**config.mk**
```make
export PLATFORM = sky130hd
export DESIGN_NAME = waterfall_palette_color_adjust_flat
export DESIGN_NICKNAME = d
export VERILOG_FILES = /design/src/rtl/core/wpca_pkg.sv /design/src/rtl/core/wpca_req_if.sv /design/src/rtl/core/wpca_rsp_if.sv /design/src/rtl/core/wpca_gain_div.sv /design/src/rtl/core/waterfall_palette_color_adjust.sv /design/src/flat_wrapper.sv
export SDC_FILE = /design/constraint.sdc
export NUM_CORES = 2
export LEC_CHECK = 0
export BUFFER_PORTS_ARGS = -buffer_cell sky130_fd_sc_hd__buf_2
export CAP_MARGIN = 20
export CORE_ASPECT_RATIO = 0.9
export CORE_MARGIN = 2
export CORE_UTILIZATION = 30
export DETAILED_ROUTE_END_ITERATION = 10
export PLACE_DENSITY = 0.5
export SYNTH_ARGS = -nofsm -noshare
export SYNTH_HDL_FRONTEND = slang
export SYNTH_SLANG_ARGS = --single-unit
export TNS_END_PERCENT = 5
```
**constraint.sdc**
```tcl
create_clock -name i_clk -period 6.7 [get_ports i_clk]
set_clock_uncertainty 0.15 [all_clocks]
set_input_delay 0.67 -clock i_clk [delete_from_list [all_inputs] [get_ports i_clk]]
set_output_delay 0.67 -clock i_clk [all_outputs]
set_load 0.02 [all_outputs]
```
**src/rtl/core/wpca_pkg.sv**
```systemverilog
`default_nettype none
// ----------------------------------------------------------------------------
// wpca_pkg - waterfall palette colour adjust shared definitions
// Register indexes, field widths, the gain divider request and response
// structs, and the blue-to-red ramp used for the base colour.
// ----------------------------------------------------------------------------
package wpca_pkg;

    // Configuration port
    localparam int unsigned CFG_IDX_W  = 2;
    localparam int unsigned CFG_DATA_W = 9;
    typedef logic [CFG_IDX_W-1:0] t_cfg_idx;
    localparam t_cfg_idx CFG_BRIGHTNESS = 2'd0;
    localparam t_cfg_idx CFG_CONTRAST   = 2'd1;

    // Datapath widths
    localparam int unsigned CHAN_W  = 8;
    localparam int unsigned LEVEL_W = 9;
    localparam int unsigned DIFF_W  = 10;   // ramp + brightness - 128
    localparam int unsigned GAIN_W  = 24;   // unsigned Q8.16
    localparam int unsigned PROD_W  = 35;   // signed gain * difference
    localparam int unsigned Q_FRAC  = 16;

    // Gain divider
    localparam int unsigned NUM_W     = 34;
    localparam int unsigned DEN_W     = 17;
    localparam int unsigned DIV_STEPS = NUM_W;
    localparam int unsigned CNT_W     = $clog2(DIV_STEPS);

    localparam logic [GAIN_W-1:0] GAIN_ONE = 24'd65536;
    localparam logic [GAIN_W-1:0] GAIN_MAX = 24'd8486912;

    typedef struct packed {
        logic [CHAN_W-1:0] red;
        logic [CHAN_W-1:0] green;
        logic [CHAN_W-1:0] blue;
    } t_rgb;

    typedef struct packed {
        logic                      start;
        logic signed [LEVEL_W-1:0] level;
    } t_div_req;

    typedef struct packed {
        logic              busy;
        logic [GAIN_W-1:0] gain;
    } t_div_rsp;

    // Base colour on the blue, cyan, green, yellow, red ramp
    function automatic t_rgb ramp_rgb(input logic [CHAN_W-1:0] n);
        t_rgb              c;
        logic [CHAN_W-1:0] m;
        logic [9:0]        k;
        c.red   = 8'd0;
        c.green = 8'd0;
        c.blue  = 8'd0;
        m       = 8'd0;
        k       = 10'd0;
        if (n == 8'd255) begin
            c.red = 8'd255;
        end else if (n <= 8'd64) begin
            k       = {n, 2'b00};
            c.green = (k > 10'd255) ? 8'd255 : k[7:0];
            c.blue  = 8'd255;
        end else if (n <= 8'd128) begin
            m       = n - 8'd64;
            k       = {m, 2'b00};
            c.green = 8'd255;
            c.blue  = (k > 10'd255) ? 8'd0 : (8'd255 - k[7:0]);
        end else if (n <= 8'd192) begin
            m       = n - 8'd128;
            k       = {m, 2'b00};
            c.red   = (k > 10'd255) ? 8'd255 : k[7:0];
            c.green = 8'd255;
        end else begin
            m       = n - 8'd192;
            c.red   = 8'd255;
            c.green = 8'd255 - {m[5:0], 2'b00};
        end
        return c;
    endfunction

endpackage
`default_nettype wire

```
**src/rtl/core/wpca_req_if.sv**
```systemverilog
`default_nettype none
// ----------------------------------------------------------------------------
// wpca_req_if - palette index request channel
// Valid/ready channel carrying one colour index per request.
// ----------------------------------------------------------------------------
interface wpca_req_if import wpca_pkg::*; ();
    logic              valid;
    logic              ready;
    logic [CHAN_W-1:0] color_index;

    modport source (output valid, output color_index, input ready);
    modport sink   (input valid, input color_index, output ready);
endinterface
`default_nettype wire

```
**src/rtl/core/wpca_rsp_if.sv**
```systemverilog
`default_nettype none
// ----------------------------------------------------------------------------
// wpca_rsp_if - adjusted colour response channel
// Valid/ready channel carrying one RGB triple per request.
// ----------------------------------------------------------------------------
interface wpca_rsp_if import wpca_pkg::*; ();
    logic              valid;
    logic              ready;
    logic [CHAN_W-1:0] red_level;
    logic [CHAN_W-1:0] green_level;
    logic [CHAN_W-1:0] blue_level;

    modport source (output valid, output red_level, output green_level,
                    output blue_level, input ready);
    modport sink   (input valid, input red_level, input green_level,
                    input blue_level, output ready);
endinterface
`default_nettype wire

```
**src/rtl/core/wpca_gain_div.sv**
```systemverilog
`default_nettype none
// ----------------------------------------------------------------------------
// wpca_gain_div - contrast gain divider
// Radix-2 restoring divider producing the Q8.16 contrast gain
// 259*(255+c)*65536 / (255*(259-c)), one quotient bit per cycle.
// ----------------------------------------------------------------------------
module wpca_gain_div import wpca_pkg::*; (
    input  wire logic     i_clk,
    input  wire logic     i_rst_n,
    input  wire t_div_req i_div_req,
    output t_div_rsp      o_div_rsp
);

    logic signed [LEVEL_W-1:0] lvl_clamp;
    logic signed [9:0]         lvl_w;
    logic signed [9:0]         sum_w;
    logic signed [10:0]        dif_w;
    logic [LEVEL_W-1:0]        sum_s;
    logic [9:0]                dif_s;
    logic [17:0]               num_hi;
    logic [17:0]               den_w;
    logic [NUM_W-1:0]          num_v;
    logic [DEN_W-1:0]          den_v;

    logic                      r_busy;
    logic [CNT_W-1:0]          r_cnt;
    logic [GAIN_W-1:0]         r_gain;
    logic [DEN_W-1:0]          r_rem;
    logic [NUM_W-1:0]          r_quo;
    logic [DEN_W-1:0]          r_den;

    logic [DEN_W:0]            trial;
    logic [DEN_W:0]            trial_sub;
    logic                      bit_set;
    logic [DEN_W-1:0]          n_rem;
    logic [NUM_W-1:0]          n_quo;

    // Clamp the level and form numerator and divisor
    always_comb begin
        lvl_clamp = (i_div_req.level == 9'sh100) ? -9'sd255 : i_div_req.level;
        lvl_w     = 10'(lvl_clamp);
        sum_w     = 10'sd255 + lvl_w;
        sum_s     = sum_w[LEVEL_W-1:0];
        dif_w     = 11'sd259 - 11'(lvl_clamp);
        dif_s     = dif_w[9:0];
        num_hi    = 18'({sum_s, 8'b0}) + 18'({sum_s, 1'b0}) + 18'(sum_s);
        num_v     = {num_hi, 16'b0};
        den_w     = {dif_s, 8'b0} - 18'(dif_s);
        den_v     = den_w[DEN_W-1:0];
    end

    // One restoring step
    always_comb begin
        trial     = {r_rem, r_quo[NUM_W-1]};
        trial_sub = trial - {1'b0, r_den};
        bit_set   = (trial >= {1'b0, r_den});
        n_rem     = bit_set ? trial_sub[DEN_W-1:0] : trial[DEN_W-1:0];
        n_quo     = {r_quo[NUM_W-2:0], bit_set};
    end

    // Sequence the division and hold the finished gain
    always_ff @(posedge i_clk) begin
        if (!i_rst_n) begin
            r_busy <= 1'b0;
            r_cnt  <= '0;
            r_gain <= GAIN_ONE;
        end else if (i_div_req.start) begin
            r_busy <= 1'b1;
            r_cnt  <= CNT_W'(DIV_STEPS - 1);
        end else if (r_busy) begin
            if (r_cnt == '0) begin
                r_busy <= 1'b0;
                r_gain <= n_quo[GAIN_W-1:0];
            end else begin
                r_cnt <= r_cnt - 1'b1;
            end
        end
    end

    // Advance the partial remainder and quotient
    always_ff @(posedge i_clk) begin
        if (i_div_req.start) begin
            r_rem <= '0;
            r_quo <= num_v;
            r_den <= den_v;
        end else if (r_busy) begin
            r_rem <= n_rem;
            r_quo <= n_quo;
        end
    end

    assign o_div_rsp.busy = r_busy;
    assign o_div_rsp.gain = r_gain;

    a_gain_reset: assert property (@(posedge i_clk)
        !i_rst_n |=> (r_gain == GAIN_ONE) && !r_busy)
        else $error("gain not unity after reset");

    a_gain_range: assert property (@(posedge i_clk) disable iff (!i_rst_n)
        $fell(r_busy) |-> (r_gain <= GAIN_MAX))
        else $error("gain beyond its range after division");

endmodule
`default_nettype wire

```
**src/rtl/core/waterfall_palette_color_adjust.sv**
```systemverilog
`default_nettype none
// Throughput: one request per cycle while the gain divider is idle and the
// response side keeps up; the four stages advance independently on stall.
// A contrast write starts a 34-step gain division; requests are held off from
// that write until the division ends. Reset (synchronous, active low) sets
// brightness 0 and gain 1.0, and empties the pipeline.
// ----------------------------------------------------------------------------
// waterfall_palette_color_adjust - palette mapping with brightness/contrast
// Index to ramp colour, brightness offset, contrast gain about mid-level,
// saturation to 0..255, in a four-stage valid/ready pipeline.
// ----------------------------------------------------------------------------
module waterfall_palette_color_adjust import wpca_pkg::*; (
    input  wire logic                  i_clk,
    input  wire logic                  i_rst_n,
    input  wire logic                  i_cfg_we,
    input  wire t_cfg_idx              i_cfg_idx,
    input  wire logic [CFG_DATA_W-1:0] i_cfg_data,
    wpca_req_if.sink                   i_req,
    wpca_rsp_if.source                 o_rsp
);

    t_div_req                  div_req;
    t_div_rsp                  div_rsp;
    logic signed [LEVEL_W-1:0] r_bright;

    logic                      ld1, ld2, ld3, ld4;
    logic                      req_acc;

    logic                      r_v1, r_v2, r_v3, r_v4;
    t_rgb                      r_rgb1;
    logic signed [DIFF_W-1:0]  r_d2 [3];
    logic signed [PROD_W-1:0]  r_p3 [3];
    t_rgb                      r_out4;

    logic [CHAN_W-1:0]         s1_ch [3];
    logic signed [DIFF_W-1:0]  n_d [3];
    logic signed [GAIN_W:0]    gain_s;
    logic signed [PROD_W-1:0]  n_p [3];
    logic signed [PROD_W-Q_FRAC-1:0] q3 [3];
    logic signed [PROD_W-Q_FRAC:0]   v3 [3];
    logic [CHAN_W-1:0]         n_out [3];

    // Configuration writes
    assign div_req.start = i_cfg_we && (i_cfg_idx == CFG_CONTRAST);
    assign div_req.level = $signed(i_cfg_data);

    always_ff @(posedge i_clk) begin
        if (!i_rst_n) begin
            r_bright <= '0;
        end else if (i_cfg_we && (i_cfg_idx == CFG_BRIGHTNESS)) begin
            r_bright <= $signed(i_cfg_data);
        end
    end

    wpca_gain_div u_gain_div (
        .i_clk     (i_clk),
        .i_rst_n   (i_rst_n),
        .i_div_req (div_req),
        .o_div_rsp (div_rsp)
    );

    // Per-stage load enables: a stage takes new data when empty or draining
    assign ld4     = !r_v4 || o_rsp.ready;
    assign ld3     = !r_v3 || ld4;
    assign ld2     = !r_v2 || ld3;
    assign ld1     = !r_v1 || ld2;
    assign i_req.ready = ld1 && !div_rsp.busy && !div_req.start;
    assign req_acc = i_req.valid && i_req.ready;

    // Advance valid bits
    always_ff @(posedge i_clk) begin
        if (!i_rst_n) begin
            r_v1 <= 1'b0;
            r_v2 <= 1'b0;
            r_v3 <= 1'b0;
            r_v4 <= 1'b0;
        end else begin
            if (ld1) begin
                r_v1 <= req_acc;
            end
            if (ld2) begin
                r_v2 <= r_v1;
            end
            if (ld3) begin
                r_v3 <= r_v2;
            end
            if (ld4) begin
                r_v4 <= r_v3;
            end
        end
    end

    // Stage datapath: offset, gain multiply, floor and saturate
    assign s1_ch[0] = r_rgb1.red;
    assign s1_ch[1] = r_rgb1.green;
    assign s1_ch[2] = r_rgb1.blue;
    assign gain_s   = $signed({1'b0, div_rsp.gain});

    always_comb begin
        for (int c = 0; c < 3; c++) begin
            n_d[c] = $signed({2'b00, s1_ch[c]}) + DIFF_W'(r_bright) - 10'sd128;
            n_p[c] = PROD_W'(gain_s) * PROD_W'(r_d2[c]);
            q3[c]  = r_p3[c][PROD_W-1:Q_FRAC];
            v3[c]  = (PROD_W-Q_FRAC+1)'(q3[c]) + 20'sd128;
            if (v3[c] < 0) begin
                n_out[c] = 8'd0;
            end else if (v3[c] > 20'sd255) begin
                n_out[c] = 8'd255;
            end else begin
                n_out[c] = v3[c][CHAN_W-1:0];
            end
        end
    end

    // Hold stage payloads
    always_ff @(posedge i_clk) begin
        if (ld1) begin
            r_rgb1 <= ramp_rgb(i_req.color_index);
        end
        if (ld2) begin
            r_d2 <= n_d;
        end
        if (ld3) begin
            r_p3 <= n_p;
        end
        if (ld4) begin
            r_out4.red   <= n_out[0];
            r_out4.green <= n_out[1];
            r_out4.blue  <= n_out[2];
        end
    end

    assign o_rsp.valid       = r_v4;
    assign o_rsp.red_level   = r_out4.red;
    assign o_rsp.green_level = r_out4.green;
    assign o_rsp.blue_level  = r_out4.blue;

    a_no_req_busy: assert property (@(posedge i_clk) disable iff (!i_rst_n)
        div_rsp.busy |-> !req_acc)
        else $error("request taken while gain division runs");

    a_div_starts: assert property (@(posedge i_clk) disable iff (!i_rst_n)
        div_req.start |=> div_rsp.busy)
        else $error("contrast write did not start the divider");

    a_req_enters: assert property (@(posedge i_clk) disable iff (!i_rst_n)
        req_acc |=> r_v1)
        else $error("accepted request missing from first stage");

endmodule
`default_nettype wire
```
**src/flat_wrapper.sv**
```systemverilog
// flat-port wrapper written by rule: the top's interface ports become plain ports
module waterfall_palette_color_adjust_flat import wpca_pkg::*;
  (i_clk, i_rst_n, i_cfg_we, i_cfg_idx, i_cfg_data, i_req_valid, i_req_color_index, i_req_ready, o_rsp_valid, o_rsp_red_level, o_rsp_green_level, o_rsp_blue_level, o_rsp_ready);
  wpca_req_if i_req_i ();
  wpca_rsp_if o_rsp_i ();
  input  wire logic i_clk;
  input  wire logic i_rst_n;
  input  wire logic i_cfg_we;
  input  wire t_cfg_idx i_cfg_idx;
  input  wire logic [CFG_DATA_W-1:0] i_cfg_data;
  input wire logic [$bits(i_req_i.valid)-1:0] i_req_valid;
  input wire logic [$bits(i_req_i.color_index)-1:0] i_req_color_index;
  output wire logic [$bits(i_req_i.ready)-1:0] i_req_ready;
  output wire logic [$bits(o_rsp_i.valid)-1:0] o_rsp_valid;
  output wire logic [$bits(o_rsp_i.red_level)-1:0] o_rsp_red_level;
  output wire logic [$bits(o_rsp_i.green_level)-1:0] o_rsp_green_level;
  output wire logic [$bits(o_rsp_i.blue_level)-1:0] o_rsp_blue_level;
  input wire logic [$bits(o_rsp_i.ready)-1:0] o_rsp_ready;
  assign i_req_i.valid = i_req_valid;
  assign i_req_i.color_index = i_req_color_index;
  assign i_req_ready = i_req_i.ready;
  assign o_rsp_valid = o_rsp_i.valid;
  assign o_rsp_red_level = o_rsp_i.red_level;
  assign o_rsp_green_level = o_rsp_i.green_level;
  assign o_rsp_blue_level = o_rsp_i.blue_level;
  assign o_rsp_i.ready = o_rsp_ready;
  waterfall_palette_color_adjust u_core (.i_clk(i_clk), .i_rst_n(i_rst_n), .i_cfg_we(i_cfg_we), .i_cfg_idx(i_cfg_idx), .i_cfg_data(i_cfg_data), .i_req(i_req_i), .o_rsp(o_rsp_i));
endmodule
```
======== Yosys cells after proc, flatten, opt, wreduce, memory -nomap -nowiden ========
Index checks and enable logic that the tools add are counted.
word-level totals
  flip-flop bits (word level) ............. 295
  latch bits .............................. 0
  memory bits (writable) .................. 0
  ROM bits ................................ 0
  input bits .............................. 24
  output and inout port bits .............. 26
  word-level logic and storage cells ...... 113
  memories kept ........................... 0
cells by class
  add/subtract/negate cells ............... 21
  multipliers ............................. 3
  divide/modulo/power cells ............... 0
  order comparisons ....................... 13
  equality and inequality tests ........... 4
  shifts and indexed selects .............. 0
  muxes and demuxes ....................... 22
  bitwise gates (word level) .............. 3
  reductions and logical operators ........ 22
operators by type and width
  operator               count
  $mul 25x10->35         3
  $mux 8                 10
  $mux 34                2
  $add 19x9->20 const B  3
  $gt 20x9->1 const B    3
  $lt 20x1->1 const B    3
  $mux 16                2
  $add 9x9->10           3
  $gt 10x8->1 const B    3
  $sub 10x9->10 const B  3
  $add 17x10->18         1
  $add 18x9->18          1
  $ge 18x17->1           1
  $mux 6                 3
  $mux 17                1
  $sub 17x10->17         1
  $sub 17x17->17         1
  $le 8x8->1 const B     2
  $sub 8x8->8 const A    2
  $sub 6x1->6 const B    2
  $sub 10x9->10 const A  1
  $add 9x9->9 const A    1
  $eq 9x9->1 const B     1
  $mux 9                 1
  other kinds (17)       34

======== Depth between registers and ports, before layout ========
  depth in word-level cells ............... 8
  gate-level depth with buffers ........... 21

======== Hierarchy ========
Synthesis repeated with hierarchy kept, for this count alone.
second synthesis, totals
  cell total of the unflattened synthesis .. 3,700
  area, all modules ....................... 34,715.8 µm²
by module, submodules not included
  module                          times used  cells each  area an instance (µm²)
  waterfall_palette_color_adjust  1           3,013       28,642.5
  wpca_gain_div                   1           687         6,073.3

======== Worst setup path after synthesis ========
OpenSTA, ideal clock, no wires.
  path type ............................... reg2reg
  start point ............................. register u_core.r_d2[19] (netlist name)
  end point ............................... register u_core.r_p3 (netlist bit u_core.q3[35]), data pin
  setup time .............................. 0.258 ns
  arrival ................................. 5.520 ns
  required time ........................... 6.292 ns
  path slack .............................. 0.773 ns
  stages on the path, launching flop included .. 21
  buffers on the path ..................... 1
  clock period less this slack ............ 5.927 ns
  path through ............................ edfxtp_1 clkbuf_1 nor2b_1 fa_1 inv_1 fa_1 fa_1 inv_1 fa_1 inv_1 fa_1 inv_1 ha_1 a21oi_1 o21bai_1 a21o_1 a2111oi_0 o32a_1 o211ai_1 a21o_1 xor2_1
RTL lines
  element                   RTL line                               source
  start: declaration        waterfall_palette_color_adjust.sv:31   logic signed [DIFF_W-1:0] r_d2 [3];
  start signal: assignment  waterfall_palette_color_adjust.sv:121  r_d2 <= n_d;
  end signal: assignment    waterfall_palette_color_adjust.sv:124  r_p3 <= n_p;
  end: declaration          waterfall_palette_color_adjust.sv:32   logic signed [PROD_W-1:0] r_p3 [3];

==> reports/metrics.yaml <==
ir_drop_v: 0.000174
crit_path_max_fanout: 17
critical_path_class: "reg -> reg"
setup_viol: 0
ys_seq_area_share_pct: 18.9
met3_usage_pct: 2.03
drc: 0
grt_pass1_wl_um: 141000
max-cap-violations: 0
busiest_layer: "met2"
place_ws_ns: 0.202
fin_area_um2: 38400
cts_made_buffers: 35
clkTransAtPathRegs_ns: 0.06
gp_congestion: 0.831
regToRegEndpoint: "u_core.q3[55]"
crit_start: "u_core.r_d2[22]"
p_per_area_nw_per_um2: 172
area_delta_synth_final_pct: 11.0
dpl_cell_area_um2: 37100
fill_cells: 11800
synth-edff-count: 167
relSlewSlack_pct: 29.8
drtAntennaViolNets: 0
cts_sinks: 244
holdCritPathClass: "in -> reg"
initial_core_util_pct: 30.2
multi_input_area_um2: 25000
drtPass1Iterations: 5
p_leak_uw: 0.0182
num_vias: 24600
yosys.area.top_type: "fa_1"
tightest_slew_ns: 1.05
setup_slack_ns: 0.279
arrival_ns: 6.59
required_ns: 6.86
track_usage_pct: 14.8
synth_cell_types: 71
htreeDepth: 2
die_area_um2: 118000
p_total_uw: 6600
clockBufferDepth: 3
synth_async_sr_flop_share_pct: 0
cts_tree: "built"
boundaryPins: 50
fin_crit_sh_pct: 95.8
netlist_top_cells_area: "fa_1, edfxtp_1, ha_1"
use_met1_pct: 22.0
fin_crit_ns: 6.42
vias_per_cell: 4.66
hold_viol: 0
die_y_um: 326
netlist_top_cells_count: "inv_1, nand2_1, fa_1, ha_1, and2_1"
setup-tns-final_ns: 0
cts_root_buffer: "clkbuf_16"
syn_area_um2: 34600
routed_wl_um: 85200
synth_cells: 3711
dieWidth_um: 362
worstSkewPairLatency_ns: 0.57
slew_viol_final: 0
end_kind: "flop"
status: "completed"
core_area_um2: 115000
yosys_warnings: 0
drive_above_1_share_pct: 7.19
grtUsageMet2_pct: 23.0
rsz0062_at_grt: "false"
fin_util_pct: 33.5
drt_iter0_markers: 1319
num_rows: 118
r2r-start: "u_core.r_d2[22]"
dp_hpwl_um: 66600
grt_max_degree: 58
post-synth-top-count-cell: "inv_1"
antenna_found_initial: 4
max_freq_ghz: 0.156
grt_pass1_vias: 25700
regArea_um2: 6560
nNetsFinal: 4671
critPathLaunchType: "flop"
syn_avg_cell_area_um2: 9.33
grt.overflow.total: 0
cp-endpoint: "u_core.q3[55]"
synthesis.nets: 4627
wl_per_cell_um: 16.1
r2r_cells: 18
ys_ff_latch: 244
port-buffer-count: 49
ys.flop_type: "edfxtp_1"
ctsHoldBuffers: 0
synth_top_area_share_pct: 30.5
reg2reg_slack_ns: 0.28
## per-stage QoR
| step | std cells | hold WS (ns) |
|---|---|---|
| 6_report | 5284 | 0.294 |
| 5_1_grt | 5283 | 0.286 |
| 4_1_cts | 5262 | 0.259 |
| 3_5_place_dp | 5198 | 0.319 |
| 3_3_place_gp | 5198 | 0.308 |
| 2_1_floorplan | 3711 | 0.300 |
## how the worst min path moves through the flow
stage	startpoint	cells after the start	end	slack, ns
6_report	i_cfg_data[3]	3	u_core.r_bright[3]	0.29
5_1_grt	i_cfg_data[3]	3	u_core.r_bright[3]	0.29
4_1_cts	i_cfg_data[3]	3	u_core.r_bright[3]	0.26
3_5_place_dp	u_core.u_gain_div.r_gain[12]	2	u_core.u_gain_div.r_gain[12]	0.32
3_3_place_gp	u_core.u_gain_div.r_gain[12]	2	u_core.u_gain_div.r_gain[12]	0.31
2_1_floorplan	u_core.r_v2	2	u_core.r_v3	0.30
## cell usage in the layout (no fill, tap or decap), types with 56 or more instances in the layout
cell type,count
inv_1,655
nand2_1,541
fa_1,528
ha_1,364
and2_1,249
edfxtp_1,167
buf_4,126
a21oi_1,122
nor2_1,102
xnor2_1,85
dfxtp_1,72
nor2b_1,69
o21ai_0,56
## report_power, final
part	internal, uW	leakage, uW	switching [uW]
Sequential	1930	0.00235	199
Combinational	1070	0.0153	1540
Clock	1080	0.000568	783
## per-layer routing
metal	routed length, um	vias to the layer above
met5	10	-
met4	1630	2
met3	3780	77
met2	37400	395
met1	42400	12300
li1	-	11800
## what timing repair did
| action | 4_1_cts | 5_1_grt |
|---|---|---|
| endpoints found under the setup margin | 0 | 3 |
| gates resized for setup | 0 | 5 |
| setup buffers | 0 | 20 |
| endpoints found under the hold margin | 0 | 0 |
## cell type report
type / instances / share of cell area, %
multi-input combinational: 2633 / 65.0
sequential: 244 / 17.1
inverter: 655 / 6.40
tap: 1500 / 4.88
timing repair buffer: 186 / 3.67
clock buffer: 43 / 2.49
clock inverter: 21 / 0.505
antenna: 2 / 0.0130
## critical path, cell delays in order (launching register included)
cell and delay (ns):
edfxtp_1 0.83, nand2_1 0.19, fa_1 0.53, fa_1 0.51, inv_1 0.06, fa_1 0.48, fa_1 0.49, inv_1 0.05
fa_1 0.47, inv_1 0.04, ha_1 0.33, and3_1 0.21, and2_1 0.18, nand4_1 0.19, a311o_1 0.51, a21o_1 0.25
o41a_1 0.46, o21bai_2 0.14, xor2_1 0.07
## logic make-up after synthesis
family | after synthesis | share of synthesized area (%)
fa+ha+maj | 892 | 43.7
simple gates | 1170 | 16.4
mux | 31 | 0.899
buf+inv | 834 | 9.06
xor+xnor | 125 | 3.16
flops | 244 | 18.9
compound gates | 415 | 7.89
## registers in the layout (all words and copies together), names as in the netlist
register / cells
u_core.u_gain_div.r_cnt: 6
u_core.u_gain_div.r_rem: 17
u_core.u_gain_div.r_quo: 34
u_core.q3: 57
u_core.o_rsp.blue_level: 8
u_core.r_bright: 9
u_core.u_gain_div.r_gain: 24
u_core.r_rgb1: 21
u_core.u_gain_div.r_den: 17
u_core.o_rsp.valid: 1
u_core.r_v1: 1
u_core.o_rsp.red_level: 8
u_core.u_gain_div.r_busy: 1
u_core.r_v2: 1
u_core.r_v3: 1
u_core.r_d2: 30
u_core.o_rsp.green_level: 8
Note: power is estimated with default switching activity, not from simulation.
